==> config.mk <==
export PLATFORM = sky130hd
export DESIGN_NAME = uart_command_receiver_core_flat
export DESIGN_NICKNAME = d
export VERILOG_FILES = /design/src/rtl/ucr_pkg.sv /design/src/rtl/ucr_in_if.sv /design/src/rtl/ucr_out_if.sv /design/src/rtl/ucr_cfg_if.sv /design/src/rtl/ucr_ram.sv /design/src/rtl/ucr_decode.sv /design/src/rtl/uart_command_receiver_core.sv /design/src/flat_wrapper.sv
export SDC_FILE = /design/constraint.sdc
export NUM_CORES = 1
export LEC_CHECK = 0
export ABC_CLOCK_PERIOD_IN_PS = 8440
export BUFFER_PORTS_ARGS = -buffer_cell sky130_fd_sc_hd__buf_2
export CORE_MARGIN = 3
export CORE_UTILIZATION = 50
export DETAILED_ROUTE_END_ITERATION = 10
export GPL_ROUTABILITY_DRIVEN = 0
export HOLD_SLACK_MARGIN = 0.08
export PLACE_DENSITY = 0.69
export REMOVE_ABC_BUFFERS = 1
export SLEW_MARGIN = 20
export SYNTH_ARGS = -nofsm -noshare
export SYNTH_HDL_FRONTEND = slang
export SYNTH_SLANG_ARGS = --single-unit
==> constraint.sdc <==
create_clock -name clk -period 8.44 [get_ports clk]
set_input_delay 2.11 -clock clk [delete_from_list [all_inputs] [get_ports clk]]
set_output_delay 2.11 -clock clk [all_outputs]
set_load 0.03 [all_outputs]
==> src/rtl/ucr_pkg.sv <==
`timescale 1ns / 1ps
package ucr_pkg;

  localparam int RING_DEPTH_DEF = 64;

  localparam logic [1:0] CMD_RX    = 2'd0;
  localparam logic [1:0] CMD_POP   = 2'd1;
  localparam logic [1:0] CMD_ARM   = 2'd2;
  localparam logic [1:0] CMD_CLEAR = 2'd3;

  localparam logic [1:0] REG_ACK    = 2'd0;
  localparam logic [1:0] REG_NACK   = 2'd1;
  localparam logic [1:0] REG_ESCAPE = 2'd2;

  localparam logic [7:0] ACK_RESET    = 8'h06;
  localparam logic [7:0] NACK_RESET   = 8'h15;
  localparam logic [7:0] ESCAPE_RESET = 8'h1B;
  localparam logic [7:0] GLOBAL_ESC   = 8'h1B;
  localparam logic [7:0] ANGLE_RESET  = 8'd90;
  localparam logic [7:0] ANGLE_MAX    = 8'd180;
  localparam logic [7:0] CHAR_R       = 8'h52;
  localparam logic [7:0] CHAR_G       = 8'h47;
  localparam logic [7:0] CHAR_0       = 8'h30;
  localparam logic [7:0] CHAR_2       = 8'h32;
  localparam logic [7:0] CHAR_6       = 8'h36;

  localparam logic [2:0] MODE_IDLE  = 3'd0;
  localparam logic [2:0] MODE_MEAS1 = 3'd1;
  localparam logic [2:0] MODE_ANGLE = 3'd2;
  localparam logic [2:0] MODE_MEAS4 = 3'd4;
  localparam logic [2:0] MODE_FILE  = 3'd5;

  typedef struct packed {
    logic [1:0] cmd;
    logic [7:0] rx_byte;
  } ucr_in_t;

  typedef struct packed {
    logic       pop_valid;
    logic [7:0] pop_byte;
    logic [2:0] mode;
    logic [7:0] angle;
    logic       angle_wait;
    logic       go_flag;
    logic       ack_captured;
    logic [7:0] ack_byte_seen;
    logic       cancel_flag;
    logic       overflow_flag;
    logic       has_data;
    logic       file_mode;
  } ucr_out_t;

  typedef struct packed {
    logic [2:0] mode;
    logic [7:0] angle;
    logic       angle_wait;
    logic       go_flag;
    logic       ack_captured;
    logic [7:0] ack_byte_seen;
    logic       cancel_flag;
    logic       overflow_flag;
    logic       has_data;
    logic       file_mode;
  } ucr_status_t;

endpackage

==> src/rtl/ucr_in_if.sv <==
`timescale 1ns / 1ps
interface ucr_in_if import ucr_pkg::*; ();
  logic    valid;
  logic    ready;
  ucr_in_t data;

  modport source (output valid, output data, input ready);
  modport sink (input valid, input data, output ready);
endinterface

==> src/rtl/ucr_out_if.sv <==
`timescale 1ns / 1ps
interface ucr_out_if import ucr_pkg::*; ();
  logic     valid;
  logic     ready;
  ucr_out_t data;

  modport source (output valid, output data, input ready);
  modport sink (input valid, input data, output ready);
endinterface

==> src/rtl/ucr_cfg_if.sv <==
`timescale 1ns / 1ps
interface ucr_cfg_if;
  logic       valid;
  logic       ready;
  logic [1:0] index;
  logic [7:0] data;

  modport source (output valid, output index, output data, input ready);
  modport sink (input valid, input index, input data, output ready);
endinterface

==> src/rtl/ucr_ram.sv <==
`timescale 1ns / 1ps
module ucr_ram #(
  parameter int WIDTH = 8,
  parameter int DEPTH = 64
) (
  input  logic                     clk,
  input  logic                     we,
  input  logic [$clog2(DEPTH)-1:0] waddr,
  input  logic [WIDTH-1:0]         wdata,
  input  logic                     re,
  input  logic [$clog2(DEPTH)-1:0] raddr,
  output logic [WIDTH-1:0]         rdata
);

  logic [WIDTH-1:0] mem [DEPTH];
  logic [WIDTH-1:0] rdata_r;

  always_ff @(posedge clk) begin
    if (we) begin
      mem[waddr] <= wdata;
    end
    if (re) begin
      rdata_r <= mem[raddr];
    end
  end

  assign rdata = rdata_r;

endmodule

==> src/rtl/ucr_decode.sv <==
`timescale 1ns / 1ps
module ucr_decode import ucr_pkg::*; #(
  parameter int RING_DEPTH = RING_DEPTH_DEF,
  localparam int PtrW = $clog2(RING_DEPTH)
) (
  input  logic            clk,
  input  logic            rst_n,
  input  logic            accept,
  input  ucr_in_t         item,
  input  logic            cfg_we,
  input  logic [1:0]      cfg_idx,
  input  logic [7:0]      cfg_wdata,
  output ucr_status_t     status,
  output logic            pop_hit,
  output logic            ram_we,
  output logic [PtrW-1:0] ram_waddr,
  output logic [7:0]      ram_wdata,
  output logic            ram_re,
  output logic [PtrW-1:0] ram_raddr
);

  localparam logic [PtrW-1:0] PtrLast = PtrW'(RING_DEPTH - 1);

  logic [7:0]      ack_code_r, nack_code_r, esc_code_r;
  logic [2:0]      mode_r, mode_nxt;
  logic [7:0]      angle_r, angle_nxt;
  logic            angle_pend_r, angle_pend_nxt;
  logic            go_r, go_nxt;
  logic            ack_flag_r, ack_flag_nxt;
  logic [7:0]      ack_val_r, ack_val_nxt;
  logic            cancel_r, cancel_nxt;
  logic            ovf_r, ovf_nxt;
  logic            data_r, data_nxt;
  logic            armed_r, armed_nxt;
  logic [PtrW-1:0] wptr_r, wptr_nxt;
  logic [PtrW-1:0] rptr_r, rptr_nxt;
  logic [PtrW-1:0] wptr_inc, rptr_inc;
  logic [7:0]      rx;
  logic            meas;
  logic            push;
  logic            pop;

  assign wptr_inc = (wptr_r == PtrLast) ? '0 : wptr_r + 1'b1;
  assign rptr_inc = (rptr_r == PtrLast) ? '0 : rptr_r + 1'b1;
  assign rx       = item.rx_byte;
  assign meas     = (mode_r >= MODE_MEAS1) && (mode_r <= MODE_MEAS4);

  always_comb begin
    mode_nxt       = mode_r;
    angle_nxt      = angle_r;
    angle_pend_nxt = angle_pend_r;
    go_nxt         = go_r;
    ack_flag_nxt   = ack_flag_r;
    ack_val_nxt    = ack_val_r;
    cancel_nxt     = cancel_r;
    ovf_nxt        = ovf_r;
    data_nxt       = data_r;
    armed_nxt      = armed_r;
    wptr_nxt       = wptr_r;
    rptr_nxt       = rptr_r;
    push           = 1'b0;
    pop            = 1'b0;
    unique case (item.cmd)
      CMD_RX: begin
        priority if (meas && (rx == ack_code_r || rx == nack_code_r)) begin
          ack_val_nxt  = rx;
          ack_flag_nxt = 1'b1;
        end else if (rx == GLOBAL_ESC) begin
          armed_nxt      = 1'b0;
          cancel_nxt     = 1'b1;
          wptr_nxt       = '0;
          rptr_nxt       = '0;
          data_nxt       = 1'b0;
          ovf_nxt        = 1'b0;
          angle_pend_nxt = 1'b0;
          go_nxt         = 1'b0;
          mode_nxt       = MODE_IDLE;
        end else if (mode_r == MODE_ANGLE && !angle_pend_r && rx <= ANGLE_MAX) begin
          angle_nxt = rx;
        end else if (mode_r == MODE_FILE && !armed_r && rx == CHAR_R) begin
          wptr_nxt  = '0;
          rptr_nxt  = '0;
          data_nxt  = 1'b0;
          ovf_nxt   = 1'b0;
          armed_nxt = 1'b1;
        end else if (mode_r == MODE_FILE && armed_r && rx == esc_code_r) begin
          armed_nxt  = 1'b0;
          cancel_nxt = 1'b1;
          wptr_nxt   = '0;
          rptr_nxt   = '0;
          data_nxt   = 1'b0;
        end else if (mode_r == MODE_FILE && armed_r) begin
          if (wptr_inc != rptr_r) begin
            push     = 1'b1;
            wptr_nxt = wptr_inc;
          end else begin
            ovf_nxt = 1'b1;
          end
          data_nxt = 1'b1;
        end else if (angle_pend_r) begin
          angle_nxt      = rx;
          angle_pend_nxt = 1'b0;
        end else if (rx >= CHAR_0 && rx <= CHAR_6) begin
          mode_nxt = 3'(rx - CHAR_0);
          if (rx == CHAR_2) begin
            angle_pend_nxt = 1'b1;
          end
        end else if (rx == CHAR_G) begin
          go_nxt = 1'b1;
        end else begin
          go_nxt = go_r;
        end
      end
      CMD_POP: begin
        if (wptr_r != rptr_r) begin
          pop      = 1'b1;
          rptr_nxt = rptr_inc;
          if (wptr_r == rptr_inc) begin
            data_nxt = 1'b0;
          end
        end
      end
      CMD_ARM: begin
        wptr_nxt   = '0;
        rptr_nxt   = '0;
        data_nxt   = 1'b0;
        ovf_nxt    = 1'b0;
        cancel_nxt = 1'b0;
        armed_nxt  = 1'b1;
      end
      CMD_CLEAR: begin
        go_nxt       = 1'b0;
        cancel_nxt   = 1'b0;
        ack_flag_nxt = 1'b0;
      end
      default: begin
        go_nxt = go_r;
      end
    endcase
  end

  always_ff @(posedge clk) begin
    if (!rst_n) begin
      ack_code_r   <= ACK_RESET;
      nack_code_r  <= NACK_RESET;
      esc_code_r   <= ESCAPE_RESET;
      mode_r       <= MODE_IDLE;
      angle_r      <= ANGLE_RESET;
      angle_pend_r <= 1'b0;
      go_r         <= 1'b0;
      ack_flag_r   <= 1'b0;
      ack_val_r    <= '0;
      cancel_r     <= 1'b0;
      ovf_r        <= 1'b0;
      data_r       <= 1'b0;
      armed_r      <= 1'b0;
      wptr_r       <= '0;
      rptr_r       <= '0;
    end else begin
      if (cfg_we) begin
        unique case (cfg_idx)
          REG_ACK:    ack_code_r  <= cfg_wdata;
          REG_NACK:   nack_code_r <= cfg_wdata;
          REG_ESCAPE: esc_code_r  <= cfg_wdata;
          default:    ack_code_r  <= ack_code_r;
        endcase
      end
      if (accept) begin
        mode_r       <= mode_nxt;
        angle_r      <= angle_nxt;
        angle_pend_r <= angle_pend_nxt;
        go_r         <= go_nxt;
        ack_flag_r   <= ack_flag_nxt;
        ack_val_r    <= ack_val_nxt;
        cancel_r     <= cancel_nxt;
        ovf_r        <= ovf_nxt;
        data_r       <= data_nxt;
        armed_r      <= armed_nxt;
        wptr_r       <= wptr_nxt;
        rptr_r       <= rptr_nxt;
      end
    end
  end

  always_comb begin
    status.mode          = mode_nxt;
    status.angle         = angle_nxt;
    status.angle_wait    = angle_pend_nxt;
    status.go_flag       = go_nxt;
    status.ack_captured  = ack_flag_nxt;
    status.ack_byte_seen = ack_val_nxt;
    status.cancel_flag   = cancel_nxt;
    status.overflow_flag = ovf_nxt;
    status.has_data      = data_nxt;
    status.file_mode     = armed_nxt;
  end

  assign pop_hit   = pop;
  assign ram_we    = accept && push;
  assign ram_waddr = wptr_r;
  assign ram_wdata = rx;
  assign ram_re    = accept && pop;
  assign ram_raddr = rptr_r;

endmodule

==> src/rtl/uart_command_receiver_core.sv <==
`timescale 1ns / 1ps
// Decodes received serial bytes and the pop, arm and clear commands, and returns one
// status transfer for every input transfer, showing the state after that item. A new
// item is taken every cycle unless the output stalls. Results pass through the staging
// and output registers, as the ring buffer memory has a registered read; the output
// register lets input continue while a result waits. The ring holds RING_DEPTH - 1
// bytes. Config writes are taken at any time but are meant for when the block is idle.
module uart_command_receiver_core import ucr_pkg::*; #(
  parameter int RING_DEPTH = RING_DEPTH_DEF
) (
  input  logic clk,
  input  logic rst_n,
  ucr_in_if.sink    in_ch,
  ucr_out_if.source out_ch,
  ucr_cfg_if.sink   cfg_ch
);

  localparam int PtrW = $clog2(RING_DEPTH);

  logic            accept;
  ucr_status_t     status;
  logic            pop_hit;
  logic            ram_we, ram_re;
  logic [PtrW-1:0] ram_waddr, ram_raddr;
  logic [7:0]      ram_wdata, ram_rdata;
  logic            stg_valid_r;
  ucr_status_t     stg_stat_r;
  logic            stg_pop_r;
  logic            stg_move;
  logic            out_valid_r;
  ucr_out_t        out_data_r, out_data_nxt;

  assign stg_move     = stg_valid_r && (!out_valid_r || out_ch.ready);
  assign in_ch.ready  = !stg_valid_r || stg_move;
  assign accept       = in_ch.valid && in_ch.ready;
  assign cfg_ch.ready = 1'b1;

  ucr_decode #(
    .RING_DEPTH (RING_DEPTH)
  ) u_decode (
    .clk       (clk),
    .rst_n     (rst_n),
    .accept    (accept),
    .item      (in_ch.data),
    .cfg_we    (cfg_ch.valid),
    .cfg_idx   (cfg_ch.index),
    .cfg_wdata (cfg_ch.data),
    .status    (status),
    .pop_hit   (pop_hit),
    .ram_we    (ram_we),
    .ram_waddr (ram_waddr),
    .ram_wdata (ram_wdata),
    .ram_re    (ram_re),
    .ram_raddr (ram_raddr)
  );

  ucr_ram #(
    .WIDTH (8),
    .DEPTH (RING_DEPTH)
  ) u_ring (
    .clk   (clk),
    .we    (ram_we),
    .waddr (ram_waddr),
    .wdata (ram_wdata),
    .re    (ram_re),
    .raddr (ram_raddr),
    .rdata (ram_rdata)
  );

  always_comb begin
    out_data_nxt.pop_valid     = stg_pop_r;
    out_data_nxt.pop_byte      = stg_pop_r ? ram_rdata : 8'd0;
    out_data_nxt.mode          = stg_stat_r.mode;
    out_data_nxt.angle         = stg_stat_r.angle;
    out_data_nxt.angle_wait    = stg_stat_r.angle_wait;
    out_data_nxt.go_flag       = stg_stat_r.go_flag;
    out_data_nxt.ack_captured  = stg_stat_r.ack_captured;
    out_data_nxt.ack_byte_seen = stg_stat_r.ack_byte_seen;
    out_data_nxt.cancel_flag   = stg_stat_r.cancel_flag;
    out_data_nxt.overflow_flag = stg_stat_r.overflow_flag;
    out_data_nxt.has_data      = stg_stat_r.has_data;
    out_data_nxt.file_mode     = stg_stat_r.file_mode;
  end

  always_ff @(posedge clk) begin
    if (!rst_n) begin
      stg_valid_r <= 1'b0;
      out_valid_r <= 1'b0;
    end else begin
      if (accept) begin
        stg_valid_r <= 1'b1;
      end else if (stg_move) begin
        stg_valid_r <= 1'b0;
      end
      if (stg_move) begin
        out_valid_r <= 1'b1;
      end else if (out_ch.ready) begin
        out_valid_r <= 1'b0;
      end
    end
  end

  always_ff @(posedge clk) begin
    if (accept) begin
      stg_stat_r <= status;
      stg_pop_r  <= pop_hit;
    end
    if (stg_move) begin
      out_data_r <= out_data_nxt;
    end
  end

  assign out_ch.valid = out_valid_r;
  assign out_ch.data  = out_data_r;

endmodule
==> src/flat_wrapper.sv <==
// flat-port wrapper written by rule: the top's interface ports become plain ports
module uart_command_receiver_core_flat import ucr_pkg::*;
#(
  parameter int RING_DEPTH = RING_DEPTH_DEF
)
  (clk, rst_n, in_ch_valid, in_ch_data, in_ch_ready, out_ch_valid, out_ch_data, out_ch_ready, cfg_ch_valid, cfg_ch_index, cfg_ch_data, cfg_ch_ready);
  ucr_in_if in_ch_i ();
  ucr_out_if out_ch_i ();
  ucr_cfg_if cfg_ch_i ();
  input  logic clk;
  input  logic rst_n;
  input wire logic [$bits(in_ch_i.valid)-1:0] in_ch_valid;
  input wire logic [$bits(in_ch_i.data)-1:0] in_ch_data;
  output wire logic [$bits(in_ch_i.ready)-1:0] in_ch_ready;
  output wire logic [$bits(out_ch_i.valid)-1:0] out_ch_valid;
  output wire logic [$bits(out_ch_i.data)-1:0] out_ch_data;
  input wire logic [$bits(out_ch_i.ready)-1:0] out_ch_ready;
  input wire logic [$bits(cfg_ch_i.valid)-1:0] cfg_ch_valid;
  input wire logic [$bits(cfg_ch_i.index)-1:0] cfg_ch_index;
  input wire logic [$bits(cfg_ch_i.data)-1:0] cfg_ch_data;
  output wire logic [$bits(cfg_ch_i.ready)-1:0] cfg_ch_ready;
  assign in_ch_i.valid = in_ch_valid;
  assign in_ch_i.data = in_ch_data;
  assign in_ch_ready = in_ch_i.ready;
  assign out_ch_valid = out_ch_i.valid;
  assign out_ch_data = out_ch_i.data;
  assign out_ch_i.ready = out_ch_ready;
  assign cfg_ch_i.valid = cfg_ch_valid;
  assign cfg_ch_i.index = cfg_ch_index;
  assign cfg_ch_i.data = cfg_ch_data;
  assign cfg_ch_ready = cfg_ch_i.ready;
  uart_command_receiver_core #(.RING_DEPTH(RING_DEPTH)) u_core (.clk(clk), .rst_n(rst_n), .in_ch(in_ch_i), .out_ch(out_ch_i), .cfg_ch(cfg_ch_i));
endmodule
# Yosys cells after proc, flatten, opt, wreduce, memory -nomap -nowiden
# Memories as Yosys holds them, arrays and structs flattened. A register that Yosys moved wholly into a read port is not among the register bits.
# Index checks and enable logic that the tools add are counted.
# W data, S select, Z words.
# totals
ff_bits	126
mem_bits_rw	512
inputBits	25
out_inout_bits	38
wordCells	209
memories	1
# op_classes
addsub	3
order_cmp	5
n_eq_ne	25
n_mux	103
reduce_logical	32
# memory_table
memory	depth	width	rd	rd_clocked_by_memory_dff	write_ports	line_no	source
u_core.u_ring.mem	64	8	1	1	1	ucr_ram.sv:15	logic [WIDTH-1:0] mem [DEPTH];
# ops
cell	count
$mux W6	15
$mux W8	10
$mux W1	61
$mux W3	9
$eq A8 B8 Y1	3
$pmux W6 S3	1
$eq A8 B7 Y1 const B	2
$logic_and A1 B1 Y1	13
$add A6 B1 Y6 const B	2
$eq A6 B6 Y1 const B	2
$ne A6 B6 Y1	2
$pmux W6 S2	1
$reduce_and A6 Y1	2
$ne A5 B5 Y1 const B	2
$pmux W1 S2	5
$eq A8 B5 Y1 const B	1
$eq A8 B6 Y1 const B	1
$ge A8 B6 Y1 const B	1
$le A8 B6 Y1 const B	1
$le A8 B8 Y1 const B	1
$eq A2 B2 Y1 const B	3
$eq A6 B6 Y1	1
$reduce_and A2 Y1	3
$reduce_bool A2 Y1	3
15 further kinds	23

# Longest topological paths before layout
# depth
depth_word	14
ltp_mapped	10
ltp_nobuf	8

# Modules after synthesis
# From an unflattened synthesis, not the netlist that was laid out.
# hier_totals
cells_unflattened	1564
area_unflattened_um2	26407.8
# by_module_without_submodules
mod	instances	cells_each	area_each_um2	seq_area_each_um2
ucr_ram	1	972	20270.7	15615.0
ucr_decode	1	511	4120.2	1241.2
uart_command_receiver_core	1	81	2016.9	1901.8

# Worst setup path before layout
# Ideal clock, no wire load.
# synth_timing
path_kind	input port to output port
start	in out_ch_ready
end	out in_ch_ready
arrival_time_ps	2461
required_ps	6330
path_slack_ps	3869
path_stages	1
path_buffers	0
path_cell_list	nand3b_1
# synth_between
elab_chain_cells	3
# synth_rtl
element	line_no	source
start: declaration	flat_wrapper.sv:17	input wire logic [$bits(out_ch_i.ready)-1:0] out_ch_ready;
$logic_or A1 B1 Y1	uart_command_receiver_core.sv:33	assign stg_move = stg_valid_r && (!out_valid_r || out_ch.ready);
$logic_and A1 B1 Y1	uart_command_receiver_core.sv:33	
$logic_or A1 B1 Y1	uart_command_receiver_core.sv:34	assign in_ch.ready = !stg_valid_r || stg_move;
end: declaration	flat_wrapper.sv:14	output wire logic [$bits(in_ch_i.ready)-1:0] in_ch_ready;
# No other way between the ends.

# Worst setup path in the final report
# layout_timing
start	in in_ch_data[0]
end	mem u_core.u_ring.mem[35][1] (enable)
# layout_between
elab_chain_cells	11
# layout_rtl
element	line_no	source
start: declaration	flat_wrapper.sv:13	input wire logic [$bits(in_ch_i.data)-1:0] in_ch_data;
parallel branches: the longest is 6 deep, another holds $le A8 B8 Y1	n/a	
$mux W1 *	ucr_decode.sv:65	priority if (meas && (rx == ack_code_r || rx == nack_code_r)) begin
$mux W1 *	ucr_decode.sv:63	unique case (item.cmd)
$logic_and A1 B1 Y1 *	ucr_decode.sv:199	assign ram_we = accept && push;
$mux W1 *	ucr_ram.sv:19	if (we) begin
$mux W1 (implied by the code) *	ucr_ram.sv:20	mem[waddr] <= wdata;
end: declaration	ucr_ram.sv:15	
# Mark *: on every way between the ends.

==> results.yml <==
clocking:
  cts_hold_buffers: 0
  htreeDepth: 2
  number_of_clock_buffers_inserted_by_tritoncts: 60
  post-cts-setup-buffer-count: 0
  numClockSinks: 646
  ctsLongestPathBuffers: 3
  postCtsResizedCells: 0
  cts_tree: "built"
  path_clk_slew_ps: 60
  clk-insertion-delay-late_ps: 630
  root_buffer: "sky130_fd_sc_hd__clkbuf_16"
hold_path:
  min-delay-start: "u_core.out_data_nxt[24]$_DFFE_PP_"
  hold_path_end: "u_core.out_ch.data[24]$_DFFE_PP_"
  hp-class: "reg2reg"
  hold_depth: 0
routing:
  num_vias: 13100
  detail_route.vias_per_cell: 6.06
  post_drt_wl_per_cell_um: 27.1
  detail_route.first_pass.iterations: 7
  drc: 0
  drt_iter0_markers: 1428
  post_drt_antenna_nets: 0
  finalWirelength_mm: 58.6
worst_setup_path:
  reg2reg_to: "u_core.u_ring.mem[35][1]$_DFFE_PP_"
  critical_path.endpoint_type: "flip-flop"
  timing.rr.start: "u_core.u_decode.ram_waddr[0]$_SDFFE_PN0P_"
  worst-r2r-cell-count: 8
  r2r_slack_ps: 4250
  critPathRequiredTime_ps: 8660
  worstSetupStartpointType: "primary input"
  crit_path_max_fanout: 20
  crit_type: "in2reg"
  worstPathArrival_ps: 5620
power:
  p_leak_uw: 0.00892
  max-vdd-ir-drop_v: 0.000170
  power_density_nw_per_um2: 220
finish:
  postLayoutCellArea_um2: 28800
  antennaDiodeCount: 0
  finalNetCount: 1474
  final_cell_count_no_fill: 2159
  area_growth_pct: 10.8
  drive_above_1_share_pct: 24.1
floorplanning:
  placeableCoreArea_um2: 50700
  die_h_um: 234
  die-width_um: 234
  die_outline_area_um2: 54700
  initial_utilization_pct: 51.2
  design.portCount: 63
  core.rowCount: 82
sta:
  fmaxAchievable_mhz: 185
  relSlewSlack_pct: 32.3
  max_slew.worst_pin.slew_ps: 1020
  fin_crit_sh_pct: 63.9
  finalHoldViolCount: 0
  fin_max_slew_vios: 0
  finalSetupTns_ps: 0
  grt_setup_unrepaired: "false"
  timing.final.setup_violations: 0
  finalWorstPathRequiredPeriod_ps: 5400
  skew_ps: 37.7
yosys:
  synth_largest_type_area_fraction_pct: 67.3
  post_synth_instance_area_um2: 26000
  number_of_synthesized_flops_with_an_enable_pin: 582
  ys_seq_elements: 646
  yosys.cell_count.top_type: "sky130_fd_sc_hd__edfxtp_1"
  synth_ff_type: "sky130_fd_sc_hd__edfxtp_1"
  synth-warning-count: 0
  synth_sequential_area_ratio_pct: 72.2
  number_of_distinct_library_cell_variants_in_the_gate_level_netlist_after_synthesis: 71
  syn_avg_cell_area_um2: 18.8
  synth_async_sr_flop_share_pct: 0
  netlist_top_cells_count: "sky130_fd_sc_hd__edfxtp_1 (582), sky130_fd_sc_hd__mux4_2 (168), sky130_fd_sc_hd__nor2_1 (133)"
  post-synth-top-area-cell: "sky130_fd_sc_hd__edfxtp_1"
  netlist_instances: 1384
  post_synth_main_area_contributors: "sky130_fd_sc_hd__edfxtp_1 (67%), sky130_fd_sc_hd__mux4_2 (15%), sky130_fd_sc_hd__dfxtp_1 (4.9%), sky130_fd_sc_hd__nor2_1 (1.9%), sky130_fd_sc_hd__mux2i_1 (1.2%)"
global_routing:
  antenna_found_initial: 2
  globalRoute.totalOverflow: 0
  first_global_vias: 13200
  grt_use_total_pct: 21.9
  wire_length_of_the_first_global_routing_pass_mm: 87.3
  grt_start_max_net_pins: 73
placement:
  placement.cell_area_um2: 26900
  hpwlAfterDp_mm: 36.3
  post-place-cells: 2053
  numPortBuffers: 61
status:
  status: "finished clean"
job:
  number_of_max_cap_violations: 0
flip-flops by register name, indices dropped and copies added, names as in the netlist, 3 cells and up:
signal and count:
u_core.out_ch.data 35, u_core.out_data_nxt 26, u_core.u_decode.ack_code_r 8, u_core.u_decode.ack_val_r 8, u_core.u_decode.angle_r 8, u_core.u_decode.esc_code_r 8
u_core.u_decode.mode_r 3, u_core.u_decode.nack_code_r 8, u_core.u_decode.ram_raddr 6, u_core.u_decode.ram_waddr 6, u_core.u_ring.mem 512, u_core.u_ring.rdata 8
worst max path at each step:
| stage | depth (start not counted) | slack, ps | to | from |
|---|---|---|---|---|
| final | 8 | 3040 | u_core.u_ring.mem[35][1]$_DFFE_PP_ | in_ch_data[0] |
| after detailed placement | 8 | 2540 | u_core.u_ring.mem[35][2]$_DFFE_PP_ | in_ch_data[0] |
| after global placement | 8 | 2730 | u_core.u_ring.mem[59][1]$_DFFE_PP_ | in_ch_data[0] |
| after global routing | 8 | 2950 | u_core.u_ring.mem[51][1]$_DFFE_PP_ | in_ch_data[0] |
| after CTS | 8 | 3160 | u_core.u_ring.mem[35][3]$_DFFE_PP_ | in_ch_data[0] |
| after floorplan | 7 | 760 | u_core.u_ring.mem[11][0]$_DFFE_PP_ | u_core.u_decode.ram_raddr[0]$_SDFFE_PN0P_ |
report_power, final:
group	internal [uW]	total, uW	switching, uW
Sequential	3500	3510	11.0
Clock	1510	2630	1120
Combinational	45.4	174	129
critical path, stage by stage:
cell                      delay [ps]
sky130_fd_sc_hd__buf_2           450
sky130_fd_sc_hd__xor2_1          240
sky130_fd_sc_hd__nor4_1          110
sky130_fd_sc_hd__a22oi_2         410
sky130_fd_sc_hd__o21ai_2         240
sky130_fd_sc_hd__nor4b_2         450
sky130_fd_sc_hd__nand3_1         740
sky130_fd_sc_hd__nor2_1          850
cell families after synthesis:
family | after synthesis | share of synthesized area [%]
mux | 219 | 16.6
compound gates | 89 | 2.46
other cells | 1 | 0.0144
buf+inv | 98 | 1.76
flops | 646 | 72.2
xor+xnor | 41 | 1.38
simple gates | 284 | 5.22
fa+ha+maj | 6 | 0.289
layout make-up:
cell class / instances / area, um^2
Clock buffer: 82 / 1660
Clock inverter: 24 / 241
Fill cell: 3741 / 21900
Inverter: 16 / 60.1
Multi-Input combinational cell: 640 / 6760
Sequential cell: 646 / 18800
Tap cell: 672 / 841
Timing Repair Buffer: 79 / 440
routing by layer:
metal	part of all wire, %	track usage [%]	vias to the layer above
met3	8.8	5.42	95
li1	-	-	5663
met4	2.3	6.14	2
met1	40	30.7	6745
met2	49	34.8	575
met5	0.022	0	-
stage by stage:
stage | worst slack (ps) | power (uW) | hold WS [ps] | util [%]
after global placement | 2730 | 3760 | 401 | 53.0
after CTS | 3160 | 6370 | 419 | 56.8
after global routing | 2950 | 6510 | 426 | 56.8
after detailed placement | 2540 | 3760 | 405 | 53.0
final | 3040 | 6320 | 418 | 56.8
after floorplan | 761 | 3660 | 400 | -
layout by cell type, fill, tap and decap left out, drive strengths merged, types with 20 or more instances in the layout:
master  count
nand2      44
clkbuf     82
dfxtp      64
a21oi      20
mux4      168
nor2      134
edfxtp    582
buf        79
xor2       24
mux2i      32
Note: power is estimated with default switching activity, not from simulation.
